$ cat src/hw/rtl/via_pkg.sv
// shared types, codes and helper functions of the interface adapter
// no dependencies; used by via_core and versatile_interface_adapter
package via_pkg;

  typedef enum logic [2:0] {
    OP_WRITE = 3'd0,
    OP_READ  = 3'd1,
    OP_TICK  = 3'd2,
    OP_PINS_A = 3'd3,
    OP_PINS_B = 3'd4,
    OP_LINE  = 3'd5
  } op_t;

  localparam logic [3:0] R_ORB  = 4'd0;
  localparam logic [3:0] R_ORA  = 4'd1;
  localparam logic [3:0] R_DDRB = 4'd2;
  localparam logic [3:0] R_DDRA = 4'd3;
  localparam logic [3:0] R_T1CL = 4'd4;
  localparam logic [3:0] R_T1CH = 4'd5;
  localparam logic [3:0] R_T1LL = 4'd6;
  localparam logic [3:0] R_T1LH = 4'd7;
  localparam logic [3:0] R_T2CL = 4'd8;
  localparam logic [3:0] R_T2CH = 4'd9;
  localparam logic [3:0] R_SR   = 4'd10;
  localparam logic [3:0] R_ACR  = 4'd11;
  localparam logic [3:0] R_PCR  = 4'd12;
  localparam logic [3:0] R_IFR  = 4'd13;
  localparam logic [3:0] R_IER  = 4'd14;

  localparam logic [7:0] F_CA2 = 8'h01;
  localparam logic [7:0] F_CA1 = 8'h02;
  localparam logic [7:0] F_SR  = 8'h04;
  localparam logic [7:0] F_CB2 = 8'h08;
  localparam logic [7:0] F_CB1 = 8'h10;
  localparam logic [7:0] F_T2  = 8'h20;
  localparam logic [7:0] F_T1  = 8'h40;

  // line_levels bit positions
  localparam int L_CA1 = 0;
  localparam int L_CA2 = 1;
  localparam int L_CB1 = 2;
  localparam int L_CB2 = 3;

  // timer_flags bit positions
  localparam int TF_T1RELOAD = 0;
  localparam int TF_T1RUN    = 1;
  localparam int TF_T2RELOAD = 2;
  localparam int TF_T2RUN    = 3;

  // shift modes, ACR bits 4..2
  localparam logic [2:0] SM_FREE = 3'b100;
  localparam logic [2:0] SM_T2   = 3'b101;
  localparam logic [2:0] SM_CLK  = 3'b110;

  typedef struct packed {
    logic [2:0] op;
    logic [3:0] reg_offset;
    logic [7:0] data;
    logic [7:0] pin_mask;
    logic [1:0] line_select;
    logic       tick_count;
  } item_t;

  typedef struct packed {
    logic [7:0] read_data;
    logic       irq;
    logic [7:0] port_a_out;
    logic [7:0] port_b_out;
    logic       ca2_out;
    logic       cb1_out;
    logic       cb2_out;
  } result_t;

  typedef struct packed {
    logic [7:0]  out_reg_a;
    logic [7:0]  out_reg_b;
    logic [7:0]  dir_a;
    logic [7:0]  dir_b;
    logic [7:0]  in_pins_a;
    logic [7:0]  in_pins_b;
    logic [7:0]  in_latch_a;
    logic [7:0]  in_latch_b;
    logic [15:0] timer1_latch;
    logic [15:0] timer1_count;
    logic [15:0] timer2_latch;
    logic [15:0] timer2_count;
    logic [3:0]  timer_flags;
    logic [7:0]  shift_reg;
    logic [3:0]  shift_count;
    logic [9:0]  shift_timer;
    logic        shift_armed;
    logic [7:0]  aux_control;
    logic [7:0]  periph_control;
    logic [7:0]  int_flags;
    logic [6:0]  int_enable;
    logic [3:0]  line_levels;
    logic [1:0]  pulse_pending;
  } state_t;

  // clearing a CA1 or CB1 flag reloads its input latch
  function automatic state_t drop_flag(state_t s, logic [7:0] bits);
    state_t r;
    r = s;
    if ((bits & F_CA1) != 8'h00) r.in_latch_a = r.in_pins_a;
    if ((bits & F_CB1) != 8'h00) r.in_latch_b = r.in_pins_b;
    r.int_flags = r.int_flags & ~bits;
    return r;
  endfunction

  function automatic state_t shift_one(state_t s);
    state_t r;
    r = s;
    r.line_levels[L_CB2] = s.shift_reg[7];
    r.shift_reg = {s.shift_reg[6:0], s.shift_reg[7]};
    return r;
  endfunction

endpackage

$ cat src/hw/rtl/versatile_interface_adapter.sv
// 6522-style interface adapter: ports, timers, shift register, interrupts
// depends on via_pkg and via_core
//
// usage: each item on the s_ channel is a bus write or read of one of the
// sixteen registers, a one-cycle tick, a write of external port pins or a
// new level on CA1, CA2, CB1 or CB2. every item gives exactly one item on
// the m_ channel carrying the read data, the interrupt request, both port
// output values and the CA2, CB1 and CB2 levels.
// the state moves on at the accepting edge and its result sits in the output
// register from the next cycle; one item per cycle is sustained while the
// receiver takes each result. the whole register update is a single pass of
// logic between the accepting edge and the state and output registers.
// when the receiver stalls, the held result stays on m_tdata and a new item
// is taken only in a cycle where that result is being taken.
// reset clears every state register, the flags and the output valid; the
// held result register keeps its contents until the next item
module versatile_interface_adapter import via_pkg::*; (
  input  logic        clk,
  input  logic        rst,
  input  logic        s_tvalid,
  output logic        s_tready,
  // reg_offset[3:0], data[11:4], pin_mask[19:12], tick_count[20], zero fill
  input  logic [23:0] s_tdata,
  // op[2:0], line_select[4:3]
  input  logic [4:0]  s_tuser,
  output logic        m_tvalid,
  input  logic        m_tready,
  // read_data[7:0], irq[8], port_a_out[16:9], port_b_out[24:17],
  // ca2_out[25], cb1_out[26], cb2_out[27], zero fill
  output logic [31:0] m_tdata
);

  item_t   item;
  result_t result_next;
  result_t result;
  logic    take;

  assign s_tready = !m_tvalid || m_tready;
  assign take = s_tvalid && s_tready;

  assign item.op          = s_tuser[2:0];
  assign item.line_select = s_tuser[4:3];
  assign item.reg_offset  = s_tdata[3:0];
  assign item.data        = s_tdata[11:4];
  assign item.pin_mask    = s_tdata[19:12];
  assign item.tick_count  = s_tdata[20];

  via_core u_core (
    .clk         (clk),
    .rst         (rst),
    .take        (take),
    .item        (item),
    .result_next (result_next)
  );

  always_ff @(posedge clk) begin
    if (rst) begin
      m_tvalid <= 1'b0;
    end else if (take) begin
      m_tvalid <= 1'b1;
    end else if (m_tready) begin
      m_tvalid <= 1'b0;
    end
  end

  always_ff @(posedge clk) begin
    if (take) begin
      result <= result_next;
    end
  end

  assign m_tdata = {4'b0000, result.cb2_out, result.cb1_out, result.ca2_out,
                    result.port_b_out, result.port_a_out, result.irq,
                    result.read_data};

endmodule

$ cat src/hw/rtl/via_core.sv
// register file, timers, shift register and interrupt logic of the adapter
// depends on via_pkg; state moves on once per accepted item
module via_core import via_pkg::*; (
  input  logic    clk,
  input  logic    rst,
  input  logic    take,
  input  item_t   item,
  output result_t result_next
);

  state_t st;
  state_t s;
  logic [7:0] rd;
  logic signed [10:0] t;
  logic signed [10:0] n;
  logic done;
  logic old6;
  logic lvl_old;
  logic rising;
  logic [2:0] mode;

  always_ff @(posedge clk) begin
    if (rst) begin
      st <= '0;
    end else if (take) begin
      st <= s;
    end
  end

  always_comb begin
    s = st;
    rd = 8'h00;
    t = '0;
    n = '0;
    done = 1'b0;
    old6 = 1'b0;
    lvl_old = 1'b0;
    rising = 1'b0;
    mode = st.aux_control[4:2];
    case (item.op)
      OP_WRITE: begin
        case (item.reg_offset)
          R_ORB, R_ORA: begin
            if (item.reg_offset == R_ORB) begin
              s.out_reg_b = item.data;
              s = drop_flag(s, F_CB1);
              case (s.periph_control[7:5])
                3'b000, 3'b010: s = drop_flag(s, F_CB2);
                3'b101: begin
                  s.pulse_pending[1] = 1'b1;
                  s.line_levels[L_CB2] = 1'b0;
                end
                3'b100: s.line_levels[L_CB2] = 1'b0;
                default: ;
              endcase
            end else begin
              s.out_reg_a = item.data;
              s = drop_flag(s, F_CA1);
              case (s.periph_control[3:1])
                3'b000, 3'b010: s = drop_flag(s, F_CA2);
                3'b101: begin
                  s.pulse_pending[0] = 1'b1;
                  s.line_levels[L_CA2] = 1'b0;
                end
                3'b100: s.line_levels[L_CA2] = 1'b0;
                default: ;
              endcase
            end
          end
          R_DDRB: s.dir_b = item.data;
          R_DDRA: s.dir_a = item.data;
          R_T1CL, R_T1LL: s.timer1_latch[7:0] = item.data;
          R_T1CH: begin
            s.timer1_latch[15:8] = item.data;
            s.timer1_count = s.timer1_latch;
            s.timer_flags[TF_T1RELOAD] = 1'b1;
            s.timer_flags[TF_T1RUN] = 1'b1;
            s = drop_flag(s, F_T1);
            if (s.aux_control[7:6] == 2'b10) s.out_reg_b[7] = 1'b0;
          end
          R_T1LH: begin
            s.timer1_latch[15:8] = item.data;
            s = drop_flag(s, F_T1);
          end
          R_T2CL: s.timer2_latch[7:0] = item.data;
          R_T2CH: begin
            s.timer2_latch[15:8] = item.data;
            s.timer2_count = s.timer2_latch;
            s.timer_flags[TF_T2RELOAD] = 1'b1;
            s.timer_flags[TF_T2RUN] = 1'b1;
            s = drop_flag(s, F_T2);
          end
          R_SR: begin
            s.shift_reg = item.data;
            s.shift_count = 4'd0;
            s.shift_timer = 10'd0;
            s.shift_armed = 1'b1;
            s = drop_flag(s, F_SR);
          end
          R_ACR: begin
            s.aux_control = item.data;
            if (!item.data[6]) s.timer_flags[TF_T1RELOAD] = 1'b0;
          end
          R_PCR: begin
            s.periph_control = item.data;
            if (item.data[3:1] == 3'b110) begin
              s.line_levels[L_CA2] = 1'b0;
              s.pulse_pending[0] = 1'b0;
            end else if (item.data[3:1] == 3'b111) begin
              s.line_levels[L_CA2] = 1'b1;
            end
            if (item.data[7:5] == 3'b110) begin
              s.line_levels[L_CB2] = 1'b0;
              s.pulse_pending[1] = 1'b0;
            end else if (item.data[7:5] == 3'b111) begin
              s.line_levels[L_CB2] = 1'b1;
            end
          end
          R_IFR: s = drop_flag(s, {1'b0, item.data[6:0]});
          R_IER: begin
            if (item.data[7]) s.int_enable = s.int_enable | item.data[6:0];
            else s.int_enable = s.int_enable & ~item.data[6:0];
          end
          default: s.out_reg_a = item.data;
        endcase
      end
      OP_READ: begin
        case (item.reg_offset)
          R_ORB: begin
            s = drop_flag(s, F_CB1);
            case (s.periph_control[7:5])
              3'b000, 3'b010: s = drop_flag(s, F_CB2);
              3'b101: begin
                s.pulse_pending[1] = 1'b1;
                s.line_levels[L_CB2] = 1'b0;
              end
              3'b100: s.line_levels[L_CB2] = 1'b0;
              default: ;
            endcase
            rd = (s.out_reg_b & s.dir_b) | (s.in_latch_b & ~s.dir_b);
          end
          R_ORA: begin
            s = drop_flag(s, F_CA1);
            case (s.periph_control[3:1])
              3'b000, 3'b010: s = drop_flag(s, F_CA2);
              3'b101: begin
                s.pulse_pending[0] = 1'b1;
                s.line_levels[L_CA2] = 1'b0;
              end
              3'b100: s.line_levels[L_CA2] = 1'b0;
              default: ;
            endcase
            rd = (s.out_reg_a & s.dir_a) | (s.in_latch_a & ~s.dir_a);
          end
          R_DDRB: rd = s.dir_b;
          R_DDRA: rd = s.dir_a;
          R_T1CL: begin
            s = drop_flag(s, F_T1);
            rd = s.timer1_count[7:0];
          end
          R_T1CH: rd = s.timer1_count[15:8];
          R_T1LL: rd = s.timer1_latch[7:0];
          R_T1LH: rd = s.timer1_latch[15:8];
          R_T2CL: begin
            s = drop_flag(s, F_T2);
            rd = s.timer2_count[7:0];
          end
          R_T2CH: rd = s.timer2_count[15:8];
          R_SR: begin
            s.shift_count = 4'd0;
            s.shift_timer = 10'd0;
            s.shift_armed = 1'b1;
            s = drop_flag(s, F_SR);
            rd = s.shift_reg;
          end
          R_ACR: rd = s.aux_control;
          R_PCR: rd = s.periph_control;
          R_IFR: rd = s.int_flags;
          R_IER: rd = {1'b1, s.int_enable};
          default: rd = (s.out_reg_a & s.dir_a) | (s.in_latch_a & ~s.dir_a);
        endcase
      end
      OP_TICK: begin
        if (item.tick_count) begin
          if (s.pulse_pending[0]) s.line_levels[L_CA2] = 1'b1;
          if (s.pulse_pending[1]) s.line_levels[L_CB2] = 1'b1;
          s.pulse_pending = 2'b00;

          // timer 1: one-shot or free-running with reload cycle
          if (!s.aux_control[6]) begin
            if (s.timer_flags[TF_T1RUN] && s.timer1_count == 16'h0000) begin
              s.int_flags = s.int_flags | F_T1;
              if (s.aux_control[7]) s.out_reg_b[7] = 1'b1;
              s.timer_flags[TF_T1RUN] = 1'b0;
            end
            s.timer1_count = s.timer1_count - 16'd1;
          end else if (s.timer_flags[TF_T1RELOAD]) begin
            s.timer1_count = s.timer1_latch;
            s.timer_flags[TF_T1RELOAD] = 1'b0;
          end else if (s.timer1_count == 16'h0000) begin
            s.timer1_count = 16'hffff;
            s.int_flags = s.int_flags | F_T1;
            if (s.aux_control[7]) s.out_reg_b[7] = ~s.out_reg_b[7];
            s.timer_flags[TF_T1RELOAD] = 1'b1;
          end else begin
            s.timer1_count = s.timer1_count - 16'd1;
          end

          // timer 2 in one-shot mode
          if (!s.aux_control[5]) begin
            if (s.timer_flags[TF_T2RELOAD]) begin
              s.timer_flags[TF_T2RELOAD] = 1'b0;
            end else begin
              if (s.timer_flags[TF_T2RUN] && s.timer2_count == 16'h0000) begin
                s.int_flags = s.int_flags | F_T2;
                s.timer_flags[TF_T2RUN] = 1'b0;
              end
              s.timer2_count = s.timer2_count - 16'd1;
            end
          end

          if (mode == SM_FREE || mode == SM_T2) begin
            if (s.shift_armed && !(mode == SM_T2 && s.shift_count == 4'd8)) begin
              t = $signed({1'b0, s.shift_timer}) - 11'sd1;
              n = $signed({3'b000, s.timer2_latch[7:0]}) + 11'sd1;
              // at most two half periods of the shift clock fit in one cycle
              for (int i = 0; i < 2; i++) begin
                if (!done && t <= 11'sd0) begin
                  t = t + n;
                  s.line_levels[L_CB1] = ~s.line_levels[L_CB1];
                  if (!s.line_levels[L_CB1]) begin
                    s = shift_one(s);
                    if (mode == SM_FREE) begin
                      s.shift_count = {1'b0, s.shift_count[2:0] + 3'd1};
                    end else begin
                      s.shift_count = s.shift_count + 4'd1;
                      if (s.shift_count == 4'd8) begin
                        s.int_flags = s.int_flags | F_SR;
                        t = 11'sd0;
                        s.shift_armed = 1'b0;
                        done = 1'b1;
                      end
                    end
                  end
                end
              end
              s.shift_timer = t[9:0];
            end
          end else if (mode == SM_CLK) begin
            if (s.shift_armed && s.shift_count != 4'd8) begin
              s.line_levels[L_CB1] = ~s.line_levels[L_CB1];
              if (!s.line_levels[L_CB1]) begin
                s = shift_one(s);
                s.shift_count = s.shift_count + 4'd1;
                if (s.shift_count == 4'd8) begin
                  s.int_flags = s.int_flags | F_SR;
                  s.shift_armed = 1'b0;
                end
              end
            end
          end else begin
            s = drop_flag(s, F_SR);
            s.shift_count = 4'd0;
            s.shift_armed = 1'b0;
          end
        end
      end
      OP_PINS_A: begin
        s.in_pins_a = (s.in_pins_a & ~item.pin_mask) | (item.data & item.pin_mask);
        if (!s.aux_control[0] || (s.int_flags & F_CA1) == 8'h00)
          s.in_latch_a = s.in_pins_a;
      end
      OP_PINS_B: begin
        old6 = s.in_pins_b[6];
        s.in_pins_b = (s.in_pins_b & ~item.pin_mask) | (item.data & item.pin_mask);
        if (!s.aux_control[1] || (s.int_flags & F_CB1) == 8'h00)
          s.in_latch_b = s.in_pins_b;
        // timer 2 counts falling edges on PB6
        if (s.aux_control[5] && old6 && !s.in_pins_b[6]) begin
          s.timer2_count = s.timer2_count - 16'd1;
          if (s.timer_flags[TF_T2RUN] && s.timer2_count == 16'h0000) begin
            s.int_flags = s.int_flags | F_T2;
            s.timer_flags[TF_T2RUN] = 1'b0;
          end
        end
      end
      OP_LINE: begin
        case (item.line_select)
          2'd0: begin
            lvl_old = s.line_levels[L_CA1];
            rising = s.periph_control[0];
            if (rising ? (!lvl_old && item.data[0]) : (lvl_old && !item.data[0]))
              s.int_flags = s.int_flags | F_CA1;
            s.line_levels[L_CA1] = item.data[0];
          end
          2'd1: begin
            if (!s.periph_control[3]) begin
              lvl_old = s.line_levels[L_CA2];
              rising = s.periph_control[2];
              if (rising ? (!lvl_old && item.data[0]) : (lvl_old && !item.data[0]))
                s.int_flags = s.int_flags | F_CA2;
              s.line_levels[L_CA2] = item.data[0];
            end
          end
          2'd2: begin
            lvl_old = s.line_levels[L_CB1];
            rising = s.periph_control[4];
            if (rising ? (!lvl_old && item.data[0]) : (lvl_old && !item.data[0]))
              s.int_flags = s.int_flags | F_CB1;
            s.line_levels[L_CB1] = item.data[0];
          end
          default: begin
            if (!s.periph_control[7]) begin
              lvl_old = s.line_levels[L_CB2];
              rising = s.periph_control[6];
              if (rising ? (!lvl_old && item.data[0]) : (lvl_old && !item.data[0]))
                s.int_flags = s.int_flags | F_CB2;
              s.line_levels[L_CB2] = item.data[0];
            end
          end
        endcase
      end
      default: ;
    endcase
    // bit 7 of the flag register is the summary of enabled flags
    s.int_flags[7] = |(s.int_flags[6:0] & s.int_enable);

    result_next.read_data  = rd;
    result_next.irq        = s.int_flags[7];
    result_next.port_a_out = s.out_reg_a & s.dir_a;
    result_next.port_b_out = s.out_reg_b & s.dir_b;
    result_next.ca2_out    = s.line_levels[L_CA2];
    result_next.cb1_out    = s.line_levels[L_CB1];
    result_next.cb2_out    = s.line_levels[L_CB2];
  end

endmodule
$ cat config.mk
export PLATFORM = sky130hd
export DESIGN_NAME = versatile_interface_adapter
export DESIGN_NICKNAME = d
export VERILOG_FILES = /design/src/hw/rtl/via_pkg.sv /design/src/hw/rtl/versatile_interface_adapter.sv /design/src/hw/rtl/via_core.sv
export SDC_FILE = /design/constraint.sdc
export NUM_CORES = 1
export LEC_CHECK = 0
export ABC_CLOCK_PERIOD_IN_PS = 6200
export BUFFER_PORTS_ARGS = -buffer_cell sky130_fd_sc_hd__buf_2
export CAP_MARGIN = 10
export CORE_ASPECT_RATIO = 0.6
export CORE_MARGIN = 2
export CORE_UTILIZATION = 55
export DETAILED_ROUTE_END_ITERATION = 10
export MAX_ROUTING_LAYER = met4
export PLACE_DENSITY = 0.73
export RECOVER_POWER = 50
export SLEW_MARGIN = 20
export SYNTH_ARGS = -nofsm -noshare
export SYNTH_HDL_FRONTEND = slang
export SYNTH_SLANG_ARGS = --single-unit
$ cat constraint.sdc
create_clock -name clk -period 6.2 [get_ports clk]
set_input_delay 1.24 -clock clk [delete_from_list [all_inputs] [get_ports clk]]
set_output_delay 1.24 -clock clk [all_outputs]
set_load 0.1 [all_outputs]
==> results of run 1 <==
-- state kept, by name (all words and copies together), names as in the netlist, named ones only --
signal,flops
u_core.st,166
m_tdata,28
u_core.mode,3
m_tvalid,1
-- logic make-up (layout without fill, tap and decap cells) --
kind of cell	after synthesis	in the layout
DFF	205	205
and+or+nand+nor	766	766
xor gates and xnor gates	48	48
AOI/OAI and AO/OA	568	568
muxes	47	47
buffers and inverters	163	160
adders and majority gates	32	32
other	1	5
-- worst reg2reg max path, stage by stage, from the launching register on --
cell	delay (ns)
dfxtp_1	0.37
inv_1	0.14
ha_1	0.27
nor3b_1	0.56
xnor2_1	0.22
inv_1	0.08
ha_1	0.34
o21a_1	0.14
o31ai_1	0.08
a21oi_1	0.32
xnor2_2	0.18
xnor2_1	0.09
nor4_1	0.51
nand4_1	0.39
a21oi_4	0.60
mux2_2	0.41
a22oi_1	0.15
nor2_1	0.06
-- cells in the mapped netlist (28+ instances only) --
cell,number,area (um^2)
a21oi_1,212,1060
o21ai_0,99,495
o22ai_1,30,188
clkbuf_1,113,424
dfxtp_1,177,3540
edfxtp_1,28,841
ha_1,29,363
nand3_1,61,305
nor3_1,87,435
nor2_1,240,901
inv_1,35,131
nand2_1,255,957
-- worst min-delay path by stage --
stage                   start  cells after the start              to
6_report       u_core.st[157]                      2  u_core.st[157]
2_1_floorplan            flop                      2            flop
4_1_cts        u_core.st[153]                      2  u_core.st[153]
3_5_place_dp   u_core.st[153]                      2  u_core.st[153]
3_3_place_gp   u_core.st[159]                      2  u_core.st[159]
5_1_grt        u_core.st[153]                      2  u_core.st[153]
-- layout make-up --
cell class,instances,area [um^2],area share [%]
Antenna cell,1,2.50,0.0173
Clock buffer,30,601,4.14
Clock inverter,7,63.8,0.440
Inverter,37,139,0.958
Multi-Input combinational cell,1465,8460,58.4
Sequential cell,205,4380,30.2
Tap cell,322,403,2.78
Timing Repair Buffer,86,444,3.06
-- per-layer routing --
layer	routed length [um]	vias to the layer above	share of wire [%]
met3	9090	93	18
met2	18500	1067	36
li1	-	6604	-
met5	0	-	0
met1	22200	6751	44
met4	1160	0	2.3
-- cells in the final DEF, fill, tap and decap left out, types with 20 or more instances in the layout --
cell	synthesis	routed
nor2_1	240	239
clkbuf_16	0	22
buf_2	3	27
xor2_1	20	20
edfxtp_1	28	28
a22oi_1	23	23
mux2i_1	25	25
xnor2_1	27	27
nand3_1	61	61
nand2b_1	20	20
o21ai_0	99	99
buf_4	4	23
dfxtp_1	177	177
mux2_2	21	21
a21oi_1	212	212
a211oi_1	27	27
ha_1	29	29
clkbuf_1	113	41
nor3_1	87	86
o22ai_1	30	30
inv_1	35	35
nand2_1	255	255
-- per-stage QoR --
step / setup slack [ns] / hold WS [ns] / power (uW) / area (um^2) / utilization (%)
2_1_floorplan: 2.18 / 0.432 / 1850 / 13400 / -
6_report: 0.861 / 0.470 / 3280 / 14500 / 60.3
4_1_cts: 1.31 / 0.468 / 3260 / 14500 / 60.4
3_3_place_gp: 1.40 / 0.452 / 1990 / 13900 / 57.7
3_5_place_dp: 1.33 / 0.459 / 2000 / 13900 / 57.7
5_1_grt: 0.393 / 0.483 / 3380 / 14500 / 60.3
-- power by group through the flow --
| stage | sequential [uW] | clock, uW | combinational, uW |
|---|---|---|---|
| floorplan | 1490 | 0 | 363 |
| global placement | 1440 | 0 | 553 |
| detailed placement | 1440 | 0 | 560 |
| CTS | 1410 | 1290 | 562 |
| global route | 1420 | 1340 | 621 |
| finish | 1420 | 1290 | 580 |
==> qor.txt, run 1 <==
Status: finished, violations left
Failing checks: max-capacitance violations, max-slew violations
Port-buffer cells: 59
RSZ-0062 raised after global routing: no
Portion of netlist area occupied by mux cells: 3.74%
Netlist area before placement: 0.0134 mm^2
Net switching fraction of the power: 31.5%
Crit start category: primary input
Xor/xnor cell area share of the yosys netlist: 3.19%
Vias in the first global route: 12.7k
Initial core utilization: 55.8%
P&R area growth vs syn: 7.95%
Worst Path Max Fanout: 31
Die H: 125 um
Hold buffers post-CTS: 0
Count of flip-flops with a built-in enable after synthesis: 28
Num rows: 44
Sequential share of the synthesized area: 32.6%
Final setup fails: 0
CTS max path bufs: 3
Clock power share: 39.3%
GP Congestion: 1.10
Comb power frac: 17.7%
Global-route wire length before repair: 77.3 mm
Cell at the slowest stage of the critical path: clkbuf_1
Layout Nets: 1880
Die area: 0.0257 mm^2
Root buf cell: clkbuf_16
DP HPWL: 37.2 mm
Post-route clock period utilization: 86.1%
Largest net degree at the start of global routing: 109
TNS Setup: 0 ns
Cells after Synth: 1830
Fill cell total of the finished layout: 2202
Via count: 14.5k
Die width: 206 um
P_sw: 1030 uW
Most used cell along the critical path: clkbuf_1
Reg2reg end: u_core.st[39]
Seq cells post-synth: 205
Slew Viols, Final: 248
Synth Area in Compound Gates: 26.9%
Critical path depth in cells: 10
Fmax: 187 MHz
Final Non-Filler Cells: 2153
Simple-gate share of the synthesized area: 25.7%
Predominant post-synthesis flop cell: dfxtp_1
Final wirelength: 51.0 mm
R2R setup slack: 1.07 ns
Ports: 67
Reg2Reg Depth: 17
Arr. time, crit path: 5.77 ns
CP Class: primary input to flop
Leakage: 0.00500 uW
Postcts setup bufs: 0
Hold Crit Class: flop to flop
GR peak layer: met1
Number of CTS-inserted buffers: 21
H-tree levels: 1
Antenna Nets Post-Route: 0
Worst-path cell chain: buf_2 -> nand2b_1 -> nand2_1 -> clkbuf_1 -> inv_1 -> clkbuf_1 -> nand3_1 -> nor3_1 -> a21oi_1 -> nor2_1
Worst-Skew Late Latency: 0.54 ns
Routing usage on met3: 15.3%
Critical Path Sink: u_core.st[125]
Async SR Flop Fraction: 0%
Final hold violations: 0
Cell variety after synth: 92
Syn Area/Cell: 7.34 um^2
Clk sinks: 205
Delay-heaviest family, CP: buffers and inverters
Post-Synth Adder-Cell Area: 3.08%
Relative slew margins: -118%
Worst Path Buf+Inv: 4
Synth Warn #: 0
Core box area: 0.0241 mm^2
1st-iter DRT viols: 2465
Largest family of logic cells by synthesized area: compound AO/OA/AOI/OAI gates
Req. time, crit path: 6.63 ns
GR Util met1: 61.7%
CP Launch Point: m_tready
Placed Instances: 2115
FF-to-FF Start: u_core.st[38]
PwrDens: 226 mW/mm^2
Met2 GRT Util: 48.9%
Post-DR vias/cell: 6.74
Setup crit end kind: flop
Post-cts resize count: 0
Worst Max-Slew Pin Slew: 3.27 ns
Sequential power share: 43.1%
Max Clock Skew: 0.0238 ns
Share of cells above drive strength 1: 7.87%
GRT Overall Usage: 40.3%
Slowest Stage Delay on Critical Path: 1.37 ns
Max Cap Viol: 4
Initial antenna violation count: 2
Clk pin slew, worst setup/hold paths: 0.07 ns
DR pass1 iterations: 8
VDD IR-drop max: 0.169 mV
# DRC: 0
Internal power component: 2250 uW
WL/cell: 23.7 um
GRT overflow: 0
CTS tree: done
Tmin final: 5.34 ns
Power figures use the tool's default switching activity.
==> inputs of run 2 (changes only) <==
- CORE_UTILIZATION: 55 -> 60
- PLACE_DENSITY: 0.73 -> 0.78
==> run 2 against run 1 <==
  * The run still ends with max-capacitance violations, max-slew violations left
  * Clock power increased by 16%
  * Combinational power increased by 3.8%
  * First-iteration DRC count increased by 1.6%
  * Via count increased by 3.4%
  * Power increased by 7.2%
  * Die area decreased by 8.1%
  * Critical path type is now flop to flop
  * Critical path depth increased by 6
  * Sequential power about the same
  * Highest routed layer unchanged
  * Register-to-register slack got worse by 0.28 ns
  * Design area increased by 0.50%
==> qor.txt, run 2 (synthesized netlist as in run 1, its figures left out) <==
RSZ-0062 raised after global routing: no
Most common cell after layout, fill and taps aside: nand2_1
GRT Overall Usage: 45.9%
WL/cell: 25.4 um
Ports: 67
Postcts setup bufs: 0
Via count: 15.0k
Status: finished, violations left
Clk sinks: 205
Largest register FFs: 166
Final hold violations: 0
Post-route clock period utilization: 87.3%
VDD IR-drop max: 0.225 mV
Reg with most FFs: u_core.st
Final wirelength: 53.8 mm
PwrDens: 242 mW/mm^2
Num rows: 42
Post-DR vias/cell: 7.09
H-tree levels: 1
Post-cts resize count: 0
Layout Nets: 1877
Final Non-Filler Cells: 2115
Setup crit end kind: flop
Failing checks: max-capacitance violations, max-slew violations
1st-iter DRT viols: 2504
Worst Path Max Fanout: 12
Worst Path Buf+Inv: 2
Share of cells above drive strength 1: 7.88%
Initial core utilization: 61.0%
CP Class: flop to flop
Layout Utilization: 66.2%
P&R area growth vs syn: 8.49%
TNS Setup: 0 ns
Crit start category: flop
Initial antenna violation count: 1
Worst-Skew Late Latency: 0.53 ns
GRT overflow: 0
Cell at the slowest stage of the critical path: nor3b_1
Antenna Nets Post-Route: 0
Hold Crit Class: flop to flop
Core box area: 0.0220 mm^2
Highest-count cells in the layout ignoring fill and taps: nand2_1 (255), nor2_1 (239), a21oi_1 (212), dfxtp_1 (177), o21ai_0 (99)
DR pass1 iterations: 8
Clk pin slew, worst setup/hold paths: 0.07 ns
CTS tree: done
Req. time, crit path: 6.51 ns
Number of CTS-inserted buffers: 21
Final setup fails: 0
Delay-heaviest family, CP: compound AO/OA/AOI/OAI gates
Slew Viols, Final: 147
Relative slew margins: -151%
Die H: 120 um
Port-buffer cells: 59
Max Clock Skew: 0.0154 ns
Die width: 197 um
# DRC: 0
Slowest Stage Delay on Critical Path: 0.63 ns
Largest net degree at the start of global routing: 82
CTS max path bufs: 3
Fmax: 185 MHz
Tmin final: 5.41 ns
GP Congestion: 1.08
Vias in the first global route: 13.1k
Die area: 0.0236 mm^2
Placed Instances: 2076
Leakage: 0.00503 uW
Arr. time, crit path: 5.72 ns
Worst-path cell chain: inv_1 -> ha_1 -> nor3b_1 -> xnor2_1 -> inv_1 -> ha_1 -> nor3_1 -> o21ai_0 -> a211oi_1 -> a21oi_1 -> xor2_1 -> nor4_1 -> nand4_1 -> a21oi_4 -> a21oi_2 -> o311ai_2
Global-route wire length before repair: 79.8 mm
DP HPWL: 39.2 mm
Worst Max-Slew Pin Slew: 3.77 ns
Root buf cell: clkbuf_16
Max Cap Viol: 4
Hold buffers post-CTS: 0
run 2: cell count changes in the layout (fill, tap and decap cells not counted):
cell       delta
clkbuf_1      -1
clkbuf_8      -1
nor4_2        +2
inv_6         +1
or2_2         -1
nor3_1        -1
clkbuf_2      -1
nor3_2        +1
or2_0         +1
clkinv_1      +1
buf_4         -4
nor4_1        -2
bufinv_16     +5
clkinv_2      -2
run 2: layer usage:
layer | track usage, % | routed length, um
met1 | 66.3 | 22000
met2 | 56.5 | 19900
met3 | 21.1 | 10400
met4 | 10.7 | 1510
met5 | - | 0
run 2: metrics by stage:
step / setup WS, ns / hold WS [ns] / cell area (um^2) / power [uW]
finish: 0.788 / 0.471 / 14600 / 3520
detailed placement: 1.24 / 0.460 / 13800 / 2010
CTS: 1.10 / 0.469 / 14600 / 3480
floorplan: 2.18 / 0.432 / 13400 / 1850
global route: 0.608 / 0.486 / 14600 / 3600
global placement: 1.37 / 0.451 / 13800 / 2000
run 2: area by class of cell:
cell class	count	area (um^2)
tap	286	358
clock inverter	12	216
inverter	37	139
sequential	205	4380
clock buffer	26	576
antenna	1	2.50
multi-input combinational	1465	8480
fill	1952	7440
timing repair buffer	83	417
run 2: worst paths after layout:
path	from	end	slack [ns]	cells after the start
max	u_core.st[38]	m_tdata[8]	0.79	16
min	u_core.st[159]	u_core.st[159]	0.47	2
max reg2reg	u_core.st[38]	m_tdata[8]	0.79	16
min reg2reg	u_core.st[159]	u_core.st[159]	0.47	2
run 2: power by group:
part / leakage (uW) / switching (uW) / total (uW) / internal (uW)
combinational: 0.00293 / 443 / 602 / 160
sequential: 0.00171 / 39.7 / 1420 / 1380
clock: 0.000389 / 589 / 1500 / 913
run 2: worst min-delay path, delay by kind of cell, from the launching register on:
family           cells  cell delay, ns
flip-flops           1            0.32
AO/OA/AOI/OAI        1            0.05
AND/OR/NAND/NOR      1            0.06
